### src/hdl/sle_pkg.sv
// Shared types, codes and constants for the sorted list engine.
package sle_pkg;

   localparam int VALUE_W = 32;
   localparam int DEFAULT_LIST_DEPTH = 64;

   // Request action codes (req_tuser)
   typedef enum logic [2:0] {
      ACT_INSERT    = 3'd0,
      ACT_DELETE    = 3'd1,
      ACT_REPLACE   = 3'd2,
      ACT_READ_ASC  = 3'd3,
      ACT_READ_DESC = 3'd4
   } action_type;

   // Response status codes (rsp_tuser)
   typedef enum logic [1:0] {
      STAT_OK        = 2'd0,
      STAT_NOT_FOUND = 2'd1,
      STAT_FULL      = 2'd2,
      STAT_EMPTY     = 2'd3
   } status_type;

   // Operation broadcast to every cell of the chain
   typedef enum logic [2:0] {
      CELL_HOLD,
      CELL_INSERT,
      CELL_DELETE,
      CELL_ROT_LEFT,
      CELL_ROT_RIGHT
   } cell_op_type;

   typedef struct packed {
      cell_op_type               op;
      logic signed [VALUE_W-1:0] key;
   } cell_cmd_type;

   typedef enum logic [1:0] {
      SEQ_IDLE,
      SEQ_REPLACE,
      SEQ_READ_ASC,
      SEQ_READ_DESC
   } seq_state_type;

endpackage

### src/hdl/sle_cell.sv
// One storage cell of the sorted chain: holds an entry and trades it with its neighbors.
module sle_cell (
   input  logic                                 clock,
   input  sle_pkg::cell_cmd_type                cmd,
   input  logic                                 cell_valid,
   input  logic signed [sle_pkg::VALUE_W-1:0]   left_value,
   input  logic                                 left_at,
   input  logic signed [sle_pkg::VALUE_W-1:0]   right_value,
   output logic signed [sle_pkg::VALUE_W-1:0]   value,
   output logic                                 at,
   output logic                                 match
);

   logic signed [sle_pkg::VALUE_W-1:0] value_ff;
   logic signed [sle_pkg::VALUE_W-1:0] value_in;

   // Cell lies at or beyond the insert/delete point (list is sorted, so this is monotone)
   assign at    = !cell_valid || !(value_ff < cmd.key);
   assign match = cell_valid && (value_ff == cmd.key);
   assign value = value_ff;

   // Next value from the broadcast operation and the neighbors
   always_comb begin
      case (cmd.op)
         sle_pkg::CELL_INSERT: begin
            if (at) begin
               value_in = left_at ? left_value : cmd.key;
            end else begin
               value_in = value_ff;
            end
         end
         sle_pkg::CELL_DELETE:    value_in = at ? right_value : value_ff;
         sle_pkg::CELL_ROT_LEFT:  value_in = right_value;
         sle_pkg::CELL_ROT_RIGHT: value_in = left_value;
         default:                 value_in = value_ff;
      endcase
   end

   always_ff @(posedge clock) begin
      value_ff <= value_in;
   end

endmodule

### config.mk
export PLATFORM = sky130hd
export DESIGN_NAME = sle_cell
export DESIGN_NICKNAME = d
export VERILOG_FILES = /design/src/hdl/sle_pkg.sv /design/src/hdl/sle_cell.sv
export SDC_FILE = /design/constraint.sdc
export NUM_CORES = 1
export LEC_CHECK = 0
export ABC_AREA = 1
export BUFFER_PORTS_ARGS = -buffer_cell sky130_fd_sc_hd__buf_2
export CAP_MARGIN = 20
export CORE_MARGIN = 4
export CORE_UTILIZATION = 51
export CTS_CLUSTER_DIAMETER = 100
export DETAILED_ROUTE_END_ITERATION = 6
export PLACE_DENSITY = 0.87
export SYNTH_ARGS = -nofsm -noshare
export SYNTH_HDL_FRONTEND = slang
export SYNTH_SLANG_ARGS = --single-unit
### constraint.sdc
create_clock -name clock -period 7.2 [get_ports clock]
set_clock_uncertainty 0.1 [all_clocks]
set_input_delay 0.72 -clock clock [delete_from_list [all_inputs] [get_ports clock]]
set_output_delay 0.72 -clock clock [all_outputs]
set_load 0.005 [all_outputs]
==> results.toml <==
[yosys]
synthMuxAreaShare_pct = 0.394
synth_ff_type = "edfxtp_1"
synth_xor_area_share_pct = 0
yosysWarnings = 0
syn_nets = 530
synthCells = 396
synth_top_area_cell = "edfxtp_1"
ys_ff_latch = 32
synth_most_common_cell = "nand2_1"
ys_types = 24
synth-simple-area-share_pct = 33.3
synthTopCellsByArea = "edfxtp_1 (34%), nand2_1 (17%), ha_1 (14%), nand3_1 (12%), inv_1 (5.1%)"
synthAdderAreaFrac_pct = 14.0
avgSynthCellArea_um2 = 7.23
synth.yosys.seq_area_share_pct = 33.6
async_reset_ff_share_pct = 0
synth_common_cells = "nand2_1 (133), nand3_1 (68), inv_1 (39)"
synth_compound_area_share_pct = 9.44
synth_top_family_by_area = "simple AND/OR/NAND/NOR gates"
netlist.area_leader.share_pct = 33.6
synth_area_mm2 = 0.00286
synth_edf_count = 32

[clock_network]
clk_path_buf_depth = 2
cts_tree = "done"
cts_setup_buffers = 0
cts_root_buf = "clkbuf_8"
cts.sinks = 32
cts.clk_slew.worst_paths_ns = 0.07
cts-hold-fix-buffers = 0
postCtsResizedCells = 0
cts_buffers = 5
htreeDepth = 2
worstSkewPairLatency_ns = 0.28

[global_route]
grt_pass1_wl_um = 14000
grt_pass1_vias = 3041
grt_max_degree = 64
grt_usage_pct = 24.3
antenna_found_initial = 0
grt-ovfl-total = 0

[floorplanning]
core-area_mm2 = 0.00547
initial_core_util_pct = 52.3
die_w_um = 82.9
dieArea_mm2 = 0.00687
ioPinCount = 136
rows = 27
die_h_um = 82.9

[sta]
worst_pin_slew_ns = 1.00
hold-worst-slack_ns = 0.630
timing.fmax_mhz = 318
maxSlewViolCount = 0
fin_setup_tns_ns = 0
rsz0062_at_grt = "no"
fin_crit_sh_pct = 43.6
slew_headroom_pct = 33.1
fin_crit_ns = 3.14
finalSetupViolations = 0
hold_viol = 0

[setup_path]
critPathMaxStageDelay_ns = 0.56
crit_arrival_ns = 3.01
cp_max_fo = 18
start_kind = "input port"
critPathCaptureType = "flop"
crit_required_ns = 7.07
critical_path_class = "input port to flop"
cp_top_family = "simple AND/OR/NAND/NOR gates"
slowest_stage = "nand2_1"
path_cells = "buf_2 > inv_1 > ha_1 > nand2_1 > nor2_2 > nand2_2 > nor4_4 > nand2_1 > nand2_1 > nand2_1 > nand4_1 > nand2_1 > nand2_1 > buf_4"
crit_buf_inv = 3
cp_common_cell = "nand2_1"

[routing]
vias = 3109
wire_per_inst_um = 14.2
drtIter0Drc = 199
route.met3.wl_um = 769
wl_met2_um = 4140
drcViolationCount = 0
dr.pass1.iters = 4
highest_layer = "met4"
viasPerCell = 5.24
drt-met1-wl_um = 3440
routed_wl_um = 8430
antenna_left = 0

[cells_and_area]
register_area_um2 = 961
diodes = 0
multiInputGateArea_mm2 = 0.00164
largest_register_ff_count = 32
fillers = 510
nets = 655
fin_util_pct = 66.0
final_layout_size_suffix_gt1_share_pct = 29.6
area_growth_pct = 26.3

[pwr]
ir_drop_v = 0.0000893
power_density_mw_per_mm2 = 156
leakagePower_uw = 0.00193

[run_status]
status = "complete, no violations"

[placed_design]
place.gp.congestion = 0.876
dpl.hpwl_um = 6480
portBuffers = 135

[worst_hold_path]
hold_class = "input port to flop"

[job]
max_cap_violations = 0
path summary, 6_finish.rpt:
| kind | depth (start not counted) | start | endpoint | slack [ns] |
|---|---|---|---|---|
| max | 14 | cmd[31] | value[17] | 4.06 |
| max reg2reg | 12 | value[31] | value[17] | 4.19 |
| min | 3 | right_value[5] | value[5] | 0.63 |
| min reg2reg | 5 | value[31] | value[6] | 1.52 |
cell type report:
| class | instances | share of cell area, % |
|---|---|---|
| Clock inverter | 2 | 0.208 |
| Timing Repair Buffer | 138 | 19.3 |
| Tap cell | 72 | 2.49 |
| Clock buffer | 5 | 1.90 |
| Inverter | 41 | 4.26 |
| Sequential cell | 32 | 26.6 |
| Multi-Input combinational cell | 303 | 45.2 |
worst reg2reg max path, cell delays in order (launching register included):
cell and delay, ns:
edfxtp_1 0.41, ha_1 0.36, nand2_1 0.11, nor2_2 0.16, nand2_2 0.09, nor4_4 0.16, nand2_1 0.11, nand2_1 0.07
nand2_1 0.06, nand4_1 0.07, nand2_1 0.05, nand2_1 0.56, buf_4 0.37
power by group:
part | total (uW) | leakage [uW] | switching [uW] | internal (uW)
clock network | 129 | 0.0000391 | 65.0 | 63.8
logic | 188 | 0.00158 | 109 | 79.1
registers | 246 | 0.000312 | 12.2 | 234
through the flow:
step / instances / cell area [um2] / power (uW) / setup WS (ns)
after floorplan: 396 / 2860 / 357 / 4.23
after global placement: 586 / 3540 / 429 / 3.92
after detailed placement: 586 / 3540 / 439 / 3.72
after CTS: 593 / 3610 / 566 / 4.03
after global routing: 593 / 3610 / 607 / 3.73
final: 593 / 3610 / 563 / 4.06
per-layer routing:
metal	global-route usage, %	vias up
met5	0	-
met4	4.75	0
met3	6.55	11
met2	43.4	140
met1	29.2	1383
li1	-	1575
kinds of logic (layout without fill, tap and decap cells):
| family | after synthesis | count (layout) |
|---|---|---|
| buf+inv | 61 | 186 |
| compound gates | 51 | 51 |
| simple gates | 219 | 219 |
| mux | 1 | 1 |
| fa+ha+maj | 32 | 32 |
| flops | 32 | 32 |
cells in the final DEF (no fill, tap or decap), drive strengths merged:
cell type | Yosys | routed
a21o | 1 | 1
buf | 5 | 138
nor2 | 10 | 10
nor3 | 2 | 2
a21oi | 15 | 15
o21ai | 33 | 33
mux2 | 1 | 1
o21a | 2 | 2
clkbuf | 15 | 5
inv | 41 | 41
nand3 | 68 | 68
nor4 | 1 | 1
clkinv | 0 | 2
edfxtp | 32 | 32
and3 | 1 | 1
ha | 32 | 32
nand4 | 3 | 3
nand2 | 134 | 134
Power figures use the tool's default switching activity.
