--- src/hdl/sle_pkg.sv ---
// Shared types, codes and constants for the sorted list engine.
package sle_pkg;

   localparam int VALUE_W = 32;
   localparam int DEFAULT_LIST_DEPTH = 64;

   // Request action codes (req_tuser)
   typedef enum logic [2:0] {
      ACT_INSERT    = 3'd0,
      ACT_DELETE    = 3'd1,
      ACT_REPLACE   = 3'd2,
      ACT_READ_ASC  = 3'd3,
      ACT_READ_DESC = 3'd4
   } action_type;

   // Response status codes (rsp_tuser)
   typedef enum logic [1:0] {
      STAT_OK        = 2'd0,
      STAT_NOT_FOUND = 2'd1,
      STAT_FULL      = 2'd2,
      STAT_EMPTY     = 2'd3
   } status_type;

   // Operation broadcast to every cell of the chain
   typedef enum logic [2:0] {
      CELL_HOLD,
      CELL_INSERT,
      CELL_DELETE,
      CELL_ROT_LEFT,
      CELL_ROT_RIGHT
   } cell_op_type;

   typedef struct packed {
      cell_op_type               op;
      logic signed [VALUE_W-1:0] key;
   } cell_cmd_type;

   typedef enum logic [1:0] {
      SEQ_IDLE,
      SEQ_REPLACE,
      SEQ_READ_ASC,
      SEQ_READ_DESC
   } seq_state_type;

endpackage

--- src/hdl/sle_seq.sv ---
// Sequencer: request decode, fill count, read rotation counter and response register.
module sle_seq #(
   parameter int LIST_DEPTH = sle_pkg::DEFAULT_LIST_DEPTH,
   parameter int IDX_W      = $clog2(LIST_DEPTH),
   parameter int CNT_W      = $clog2(LIST_DEPTH + 1)
) (
   input  logic                                 clock,
   input  logic                                 reset,
   input  logic                                 req_tvalid,
   output logic                                 req_tready,
   input  logic [63:0]                          req_tdata,
   input  logic [2:0]                           req_tuser,
   output logic                                 rsp_tvalid,
   input  logic                                 rsp_tready,
   output logic [31:0]                          rsp_tdata,
   output logic [1:0]                           rsp_tuser,
   output logic                                 rsp_tlast,
   input  logic                                 found,
   input  logic signed [sle_pkg::VALUE_W-1:0]   head_value,
   input  logic signed [sle_pkg::VALUE_W-1:0]   tail_value,
   output sle_pkg::cell_cmd_type                cmd,
   output logic [CNT_W-1:0]                     count
);

   sle_pkg::seq_state_type state_ff, state_in;
   logic [CNT_W-1:0]       count_ff, count_in;
   logic [IDX_W-1:0]       step_ff, step_in;
   logic signed [sle_pkg::VALUE_W-1:0] new_value_ff, new_value_in;

   logic                   out_valid_ff, out_valid_in;
   logic signed [sle_pkg::VALUE_W-1:0] out_item_ff, out_item_in;
   sle_pkg::status_type    out_status_ff, out_status_in;
   logic                   out_last_ff, out_last_in;

   logic                   out_free;
   logic                   load_out;
   logic                   accept;
   logic                   emit;
   logic                   last_step;
   sle_pkg::action_type    req_action;
   logic signed [sle_pkg::VALUE_W-1:0] req_value;

   assign req_action = sle_pkg::action_type'(req_tuser);
   assign req_value  = req_tdata[31:0];
   assign out_free   = !out_valid_ff || rsp_tready;
   assign req_tready = (state_ff == sle_pkg::SEQ_IDLE) && out_free;
   assign accept     = req_tvalid && req_tready;
   assign last_step  = (step_ff == IDX_W'(LIST_DEPTH - 1));
   assign count      = count_ff;

   // Next state, cell command and response
   always_comb begin
      state_in      = state_ff;
      count_in      = count_ff;
      step_in       = step_ff;
      new_value_in  = new_value_ff;
      cmd.op        = sle_pkg::CELL_HOLD;
      cmd.key       = (state_ff == sle_pkg::SEQ_REPLACE) ? new_value_ff : req_value;
      load_out      = 1'b0;
      out_item_in   = '0;
      out_status_in = sle_pkg::STAT_OK;
      out_last_in   = 1'b1;
      emit          = 1'b0;
      unique case (state_ff)
         sle_pkg::SEQ_IDLE: begin
            if (accept) begin
               unique case (req_action) inside
                  sle_pkg::ACT_INSERT: begin
                     load_out = 1'b1;
                     if (count_ff < CNT_W'(LIST_DEPTH)) begin
                        cmd.op   = sle_pkg::CELL_INSERT;
                        count_in = count_ff + CNT_W'(1);
                     end else begin
                        out_status_in = sle_pkg::STAT_FULL;
                     end
                  end
                  sle_pkg::ACT_DELETE, sle_pkg::ACT_REPLACE: begin
                     load_out = 1'b1;
                     if (found) begin
                        cmd.op   = sle_pkg::CELL_DELETE;
                        count_in = count_ff - CNT_W'(1);
                        if (req_action == sle_pkg::ACT_REPLACE) begin
                           state_in     = sle_pkg::SEQ_REPLACE;
                           new_value_in = req_tdata[63:32];
                        end
                     end else begin
                        out_status_in = sle_pkg::STAT_NOT_FOUND;
                     end
                  end
                  sle_pkg::ACT_READ_ASC, sle_pkg::ACT_READ_DESC: begin
                     if (count_ff == '0) begin
                        load_out      = 1'b1;
                        out_status_in = sle_pkg::STAT_EMPTY;
                     end else begin
                        step_in  = '0;
                        state_in = (req_action == sle_pkg::ACT_READ_ASC) ?
                                   sle_pkg::SEQ_READ_ASC : sle_pkg::SEQ_READ_DESC;
                     end
                  end
                  default: ;
               endcase
            end
         end
         // second half of replace: insert the new value at its sorted place in the list
         sle_pkg::SEQ_REPLACE: begin
            cmd.op   = sle_pkg::CELL_INSERT;
            count_in = count_ff + CNT_W'(1);
            state_in = sle_pkg::SEQ_IDLE;
         end
         // rotate the ring left, entries leave from cell 0 in ascending order
         sle_pkg::SEQ_READ_ASC: begin
            emit = (CNT_W'(step_ff) < count_ff);
            if (!emit || out_free) begin
               cmd.op   = sle_pkg::CELL_ROT_LEFT;
               load_out = emit;
               out_item_in = head_value;
               out_last_in = ((CNT_W'(step_ff) + CNT_W'(1)) == count_ff);
               step_in  = step_ff + IDX_W'(1);
               if (last_step) begin
                  state_in = sle_pkg::SEQ_IDLE;
               end
            end
         end
         // rotate the ring right, entries leave from the last cell in descending order
         sle_pkg::SEQ_READ_DESC: begin
            emit = ((CNT_W+1)'(step_ff) + (CNT_W+1)'(count_ff)) >= (CNT_W+1)'(LIST_DEPTH);
            if (!emit || out_free) begin
               cmd.op   = sle_pkg::CELL_ROT_RIGHT;
               load_out = emit;
               out_item_in = tail_value;
               out_last_in = last_step;
               step_in  = step_ff + IDX_W'(1);
               if (last_step) begin
                  state_in = sle_pkg::SEQ_IDLE;
               end
            end
         end
         default: state_in = sle_pkg::SEQ_IDLE;
      endcase
   end

   // Response register valid
   always_comb begin
      if (load_out) begin
         out_valid_in = 1'b1;
      end else if (rsp_tready) begin
         out_valid_in = 1'b0;
      end else begin
         out_valid_in = out_valid_ff;
      end
   end

   always_ff @(posedge clock) begin
      if (reset) begin
         state_ff     <= sle_pkg::SEQ_IDLE;
         count_ff     <= '0;
         step_ff      <= '0;
         out_valid_ff <= 1'b0;
      end else begin
         state_ff     <= state_in;
         count_ff     <= count_in;
         step_ff      <= step_in;
         out_valid_ff <= out_valid_in;
      end
   end

   // Payload registers
   always_ff @(posedge clock) begin
      new_value_ff <= new_value_in;
      if (load_out) begin
         out_item_ff   <= out_item_in;
         out_status_ff <= out_status_in;
         out_last_ff   <= out_last_in;
      end
   end

   assign rsp_tvalid = out_valid_ff;
   assign rsp_tdata  = out_item_ff;
   assign rsp_tuser  = out_status_ff;
   assign rsp_tlast  = out_last_ff;

endmodule

--- config.mk ---
export PLATFORM = sky130hd
export DESIGN_NAME = sle_seq
export DESIGN_NICKNAME = d
export VERILOG_FILES = /design/src/hdl/sle_pkg.sv /design/src/hdl/sle_seq.sv
export SDC_FILE = /design/constraint.sdc
export NUM_CORES = 1
export LEC_CHECK = 0
export BUFFER_PORTS_ARGS = -buffer_cell sky130_fd_sc_hd__buf_2
export CAP_MARGIN = 20
export CORE_UTILIZATION = 35
export DETAILED_ROUTE_END_ITERATION = 10
export PLACE_DENSITY_LB_ADDON = 0.2
export SYNTH_ARGS = -nofsm -noshare
export SYNTH_HDL_FRONTEND = slang
export SYNTH_SLANG_ARGS = --single-unit
--- constraint.sdc ---
create_clock -name clock -period 12 [get_ports clock]
set_input_delay 2.4 -clock clock [delete_from_list [all_inputs] [get_ports clock]]
set_output_delay 2.4 -clock clock [all_outputs]
set_load 0.01 [all_outputs]
==> metrics.md <==
| Metric | Value |
|---|---|
| Post-CTS Setup Bufs | `0` |
| Peak VDD IR | `approximately 0.000053 V` |
| I/O Buffers | `around 210` |
| Clock skew | `around 0.0054 ns` |
| Final WS setup | `around 5.5 ns` |
| DR WL/cell | `15.3 um` |
| RSZ-0062 raised after global routing | `false` |
| Total clock sinks | `83` |
| Hold Buf Count CTS | `0` |
| Starting DRC count in detailed routing | `between 150 and 200` |
| Routed wl met3 | `between 500 and 600 um` |
| Top layer in use | `met4` |
| Dpl hpwl | `about 8.4 mm` |
| Status | `finished clean` |
| HP Class | `flip-flop to flip-flop` |
| Share of the yosys chip area belonging to registers | `between 50% and 60%` |
| R2r setup slk | `8.67 ns` |
| Cell Area, Synth | `around 4400 sq um` |
| Post-synth ARST share | `0%` |
| P_leak | `approximately 0.0025 uW` |
| Reg-to-Reg End | `step_ff[3]$_SDFFE_PP0P_` |
| Ports | `215` |
| Avg Vias per Cell | `slightly below 5` |
| Grt total ovfl | `0` |
| Layout cell share with drive strength beyond 1 | `a little under half` |
| First-pass GRT wire length | `16.9 mm` |
| CTS max path bufs | `2` |
| Initial Util | `36.2%` |
| Final Critical Period | `6.53 ns` |
| First-pass iteration count of the detailed router | `4` |
| CP Max Fanout | `44` |
| Worst Hold Path Cells | `1` |
| Final WL | `between 10 and 15 mm` |
| Final Max Slew Viols | `0` |
| Synth Warn # | `0` |
| Height of the die | `between 100 and 150 um` |
| Wl on met1 | `between 4 and 5 mm` |
| Hold Startpoint | `step_ff[4]$_SDFFE_PP0P_` |
| Hold Vio Cnt, Final | `0` |
| Cell count after synthesis | `360` |
| Vias in the first global route | `about 3400` |
| H-tree depth | `3` |
| Total GRT Usage | `17.1%` |
| Total Die Area | `about 13000 sq um` |
| Crit path DAT | `4.13 ns` |
| Placement Rows | `40` |
| RR Startpoint | `count[3]$_SDFFE_PP0P_` |
| Max frequency | `around 150 MHz` |
| Mapped Nets | `~510` |
| Hold Path End | `step_ff[4]$_SDFFE_PP0P_` |
| Crit Path Category | `input port to output pin` |
| MaxCap Viol Count | `0` |
| Placer Congestion | `approximately 0.83` |
| Largest net degree at the start of global routing | `45` |
| CTS root buf | `clkbuf_16` |
| Initial antenna violation count | `1` |
| Inserted Clock Buffers | `9` |
| Flops & latches, synth | `83` |
| Synth unique cells | `58` |
| Slew HR | `between 40 and 50%` |
| Synth Area per Inst | `12.2 sq um` |
| Reg2reg path depth | `9` |
| # resized after CTS | `0` |
| CORE AREA | `around 12000 sq um` |
| Number of synthesized flops with an enable pin | `67` |
| Final setup fails | `0` |
| Pwr dens | `between 100 and 150 nW/um^2` |
| CP required | `around 9.6 ns` |
| Setup slack at placement | `~5.5 ns` |
| Clk slew on worst S/H paths | `about 0.060 ns` |
| Met2 wire len | `5.59 mm` |
| P&R area growth vs syn | `34.0%` |
| Worst setup SP type | `input port` |
| Layout Nets | `~720` |
| Tcrit/Tclk final | `~54%` |
| Worst slew pin tran | `~0.83 ns` |
| Post-DRT Antenna Nets | `0` |
| TritonCTS clock tree | `yes` |
| Clk Latency, worst-skew pair | `between 0.3 and 0.4 ns` |
| Die X | `between 100 and 150 um` |
| DRC | `0` |
| Endpoint type of the worst setup path | `output pin` |
| Synth Flop Type | `edfxtp_1` |
| Post-Route Setup TNS | `0 ns` |
| Via count | `~3600` |
synthesized netlist by cell type, drive strengths merged (3+ instances only):
| library cell | number | share of area [%] |
|---|---|---|
| xor2 | 5 | 1.0 |
| xnor2 | 11 | 2.2 |
| nand2b | 4 | 0.57 |
| a22o | 32 | 6.4 |
| nor2b | 4 | 0.57 |
| a21oi | 19 | 2.3 |
| or4 | 7 | 1.2 |
| edfxtp | 67 | 46 |
| buf | 9 | 1.9 |
| o311ai | 3 | 0.60 |
| mux2 | 33 | 8.5 |
| o21ai | 9 | 1.0 |
| inv | 14 | 1.2 |
| nand3 | 10 | 1.1 |
| nand2 | 7 | 0.60 |
| ha | 15 | 4.3 |
| nand3b | 4 | 0.69 |
| dfxtp | 16 | 7.3 |
| clkbuf | 17 | 1.5 |
| nand4 | 4 | 0.57 |
| nor2 | 21 | 1.8 |
| or3 | 4 | 0.57 |
| nor3 | 8 | 1.0 |
| a211oi | 4 | 0.69 |
layout make-up:
cell class / count / area (sq um)
Antenna cell: 1 / 2.50
Clock buffer: 14 / 264
Clock inverter: 2 / 12.5
Fill cell: 1134 / 6240
Inverter: 14 / 52.6
Multi-Input combinational cell: 237 / 1880
Sequential cell: 83 / 2330
Tap cell: 168 / 210
Timing Repair Buffer: 219 / 1120
metal layers:
layer	vias to the layer above	track usage, %
met2	123	28.7
met3	12	2.71
met5	-	0
met4	0	7.45
met1	1709	21.8
li1	1802	-
sequential cells by signal, summed over array words and instances (netlist names):
register	cells
count	7
new_value_ff	32
rsp_tdata	32
rsp_tlast	1
rsp_tuser	2
rsp_tvalid	1
state_ff	2
step_ff	6
where the power goes:
| part | switching, uW | leakage [uW] | internal [uW] |
|---|---|---|---|
| combinational | 73.0 | 0.00162 | 62.3 |
| sequential | 9.74 | 0.000759 | 331 |
| clock | 104 | 0.000133 | 151 |
critical path: stages:
cell      delay, ns
buf_2          0.10
nor2b_1        0.64
o311ai_0       0.29
o2111a_1       0.21
buf_4          0.26
buf_2          0.20
cell usage in the layout, fill, tap and decap left out, types with 2 or more instances in the layout:
cell type  instances
clkbuf_16          9
nor2_1            20
nand4_1            4
a21oi_1           17
a22o_1            32
o211ai_1           2
o21bai_1           2
xor2_1             5
nor3_1             7
dfxtp_1           16
nor2b_1            3
nor4_1             2
edfxtp_1          67
or3_1              4
nand3_1           10
nand3b_1           4
a221oi_1           2
o21ai_0            7
o21a_1             2
nand2b_1           4
mux2_2            33
buf_4              4
inv_1             14
o2111a_1           2
clkbuf_8           2
nand2_1            7
a22oi_1            2
a211oi_1           4
ha_1              15
clkbuf_1           3
buf_2            214
or4_1              7
o311ai_0           2
xnor2_1           11
worst max path at each step:
| stage | slack (ns) | to | cells past startpoint | from |
|---|---|---|---|---|
| floorplan | 5.86 | cmd[33] | 6 | rsp_tready |
| global placement | 5.56 | cmd[34] | 6 | rsp_tready |
| detailed placement | 5.50 | cmd[34] | 6 | rsp_tready |
| CTS | 5.50 | cmd[34] | 6 | rsp_tready |
| global route | 5.38 | cmd[34] | 6 | rsp_tready |
| finish | 5.47 | cmd[34] | 6 | rsp_tready |
cells by family after synthesis:
group	Yosys count	synth area share, %
compound gates	91	15.7
xor+xnor	16	3.20
fa+ha+maj	16	4.74
buf+inv	40	4.54
flops	83	53.2
mux	34	8.71
simple gates	80	9.88
stage by stage:
stage	cell area [sq um]	instances	total power, uW	hold WS (ns)	utilization, %
finish	5870	738	732	0.559	48.5
global route	5870	738	765	0.588	48.5
CTS	5850	736	739	0.565	48.3
detailed placement	5570	720	481	0.552	46.0
global placement	5570	720	479	0.551	46.0
floorplan	4380	360	421	0.508	-
Power figures use the tool's default switching activity.
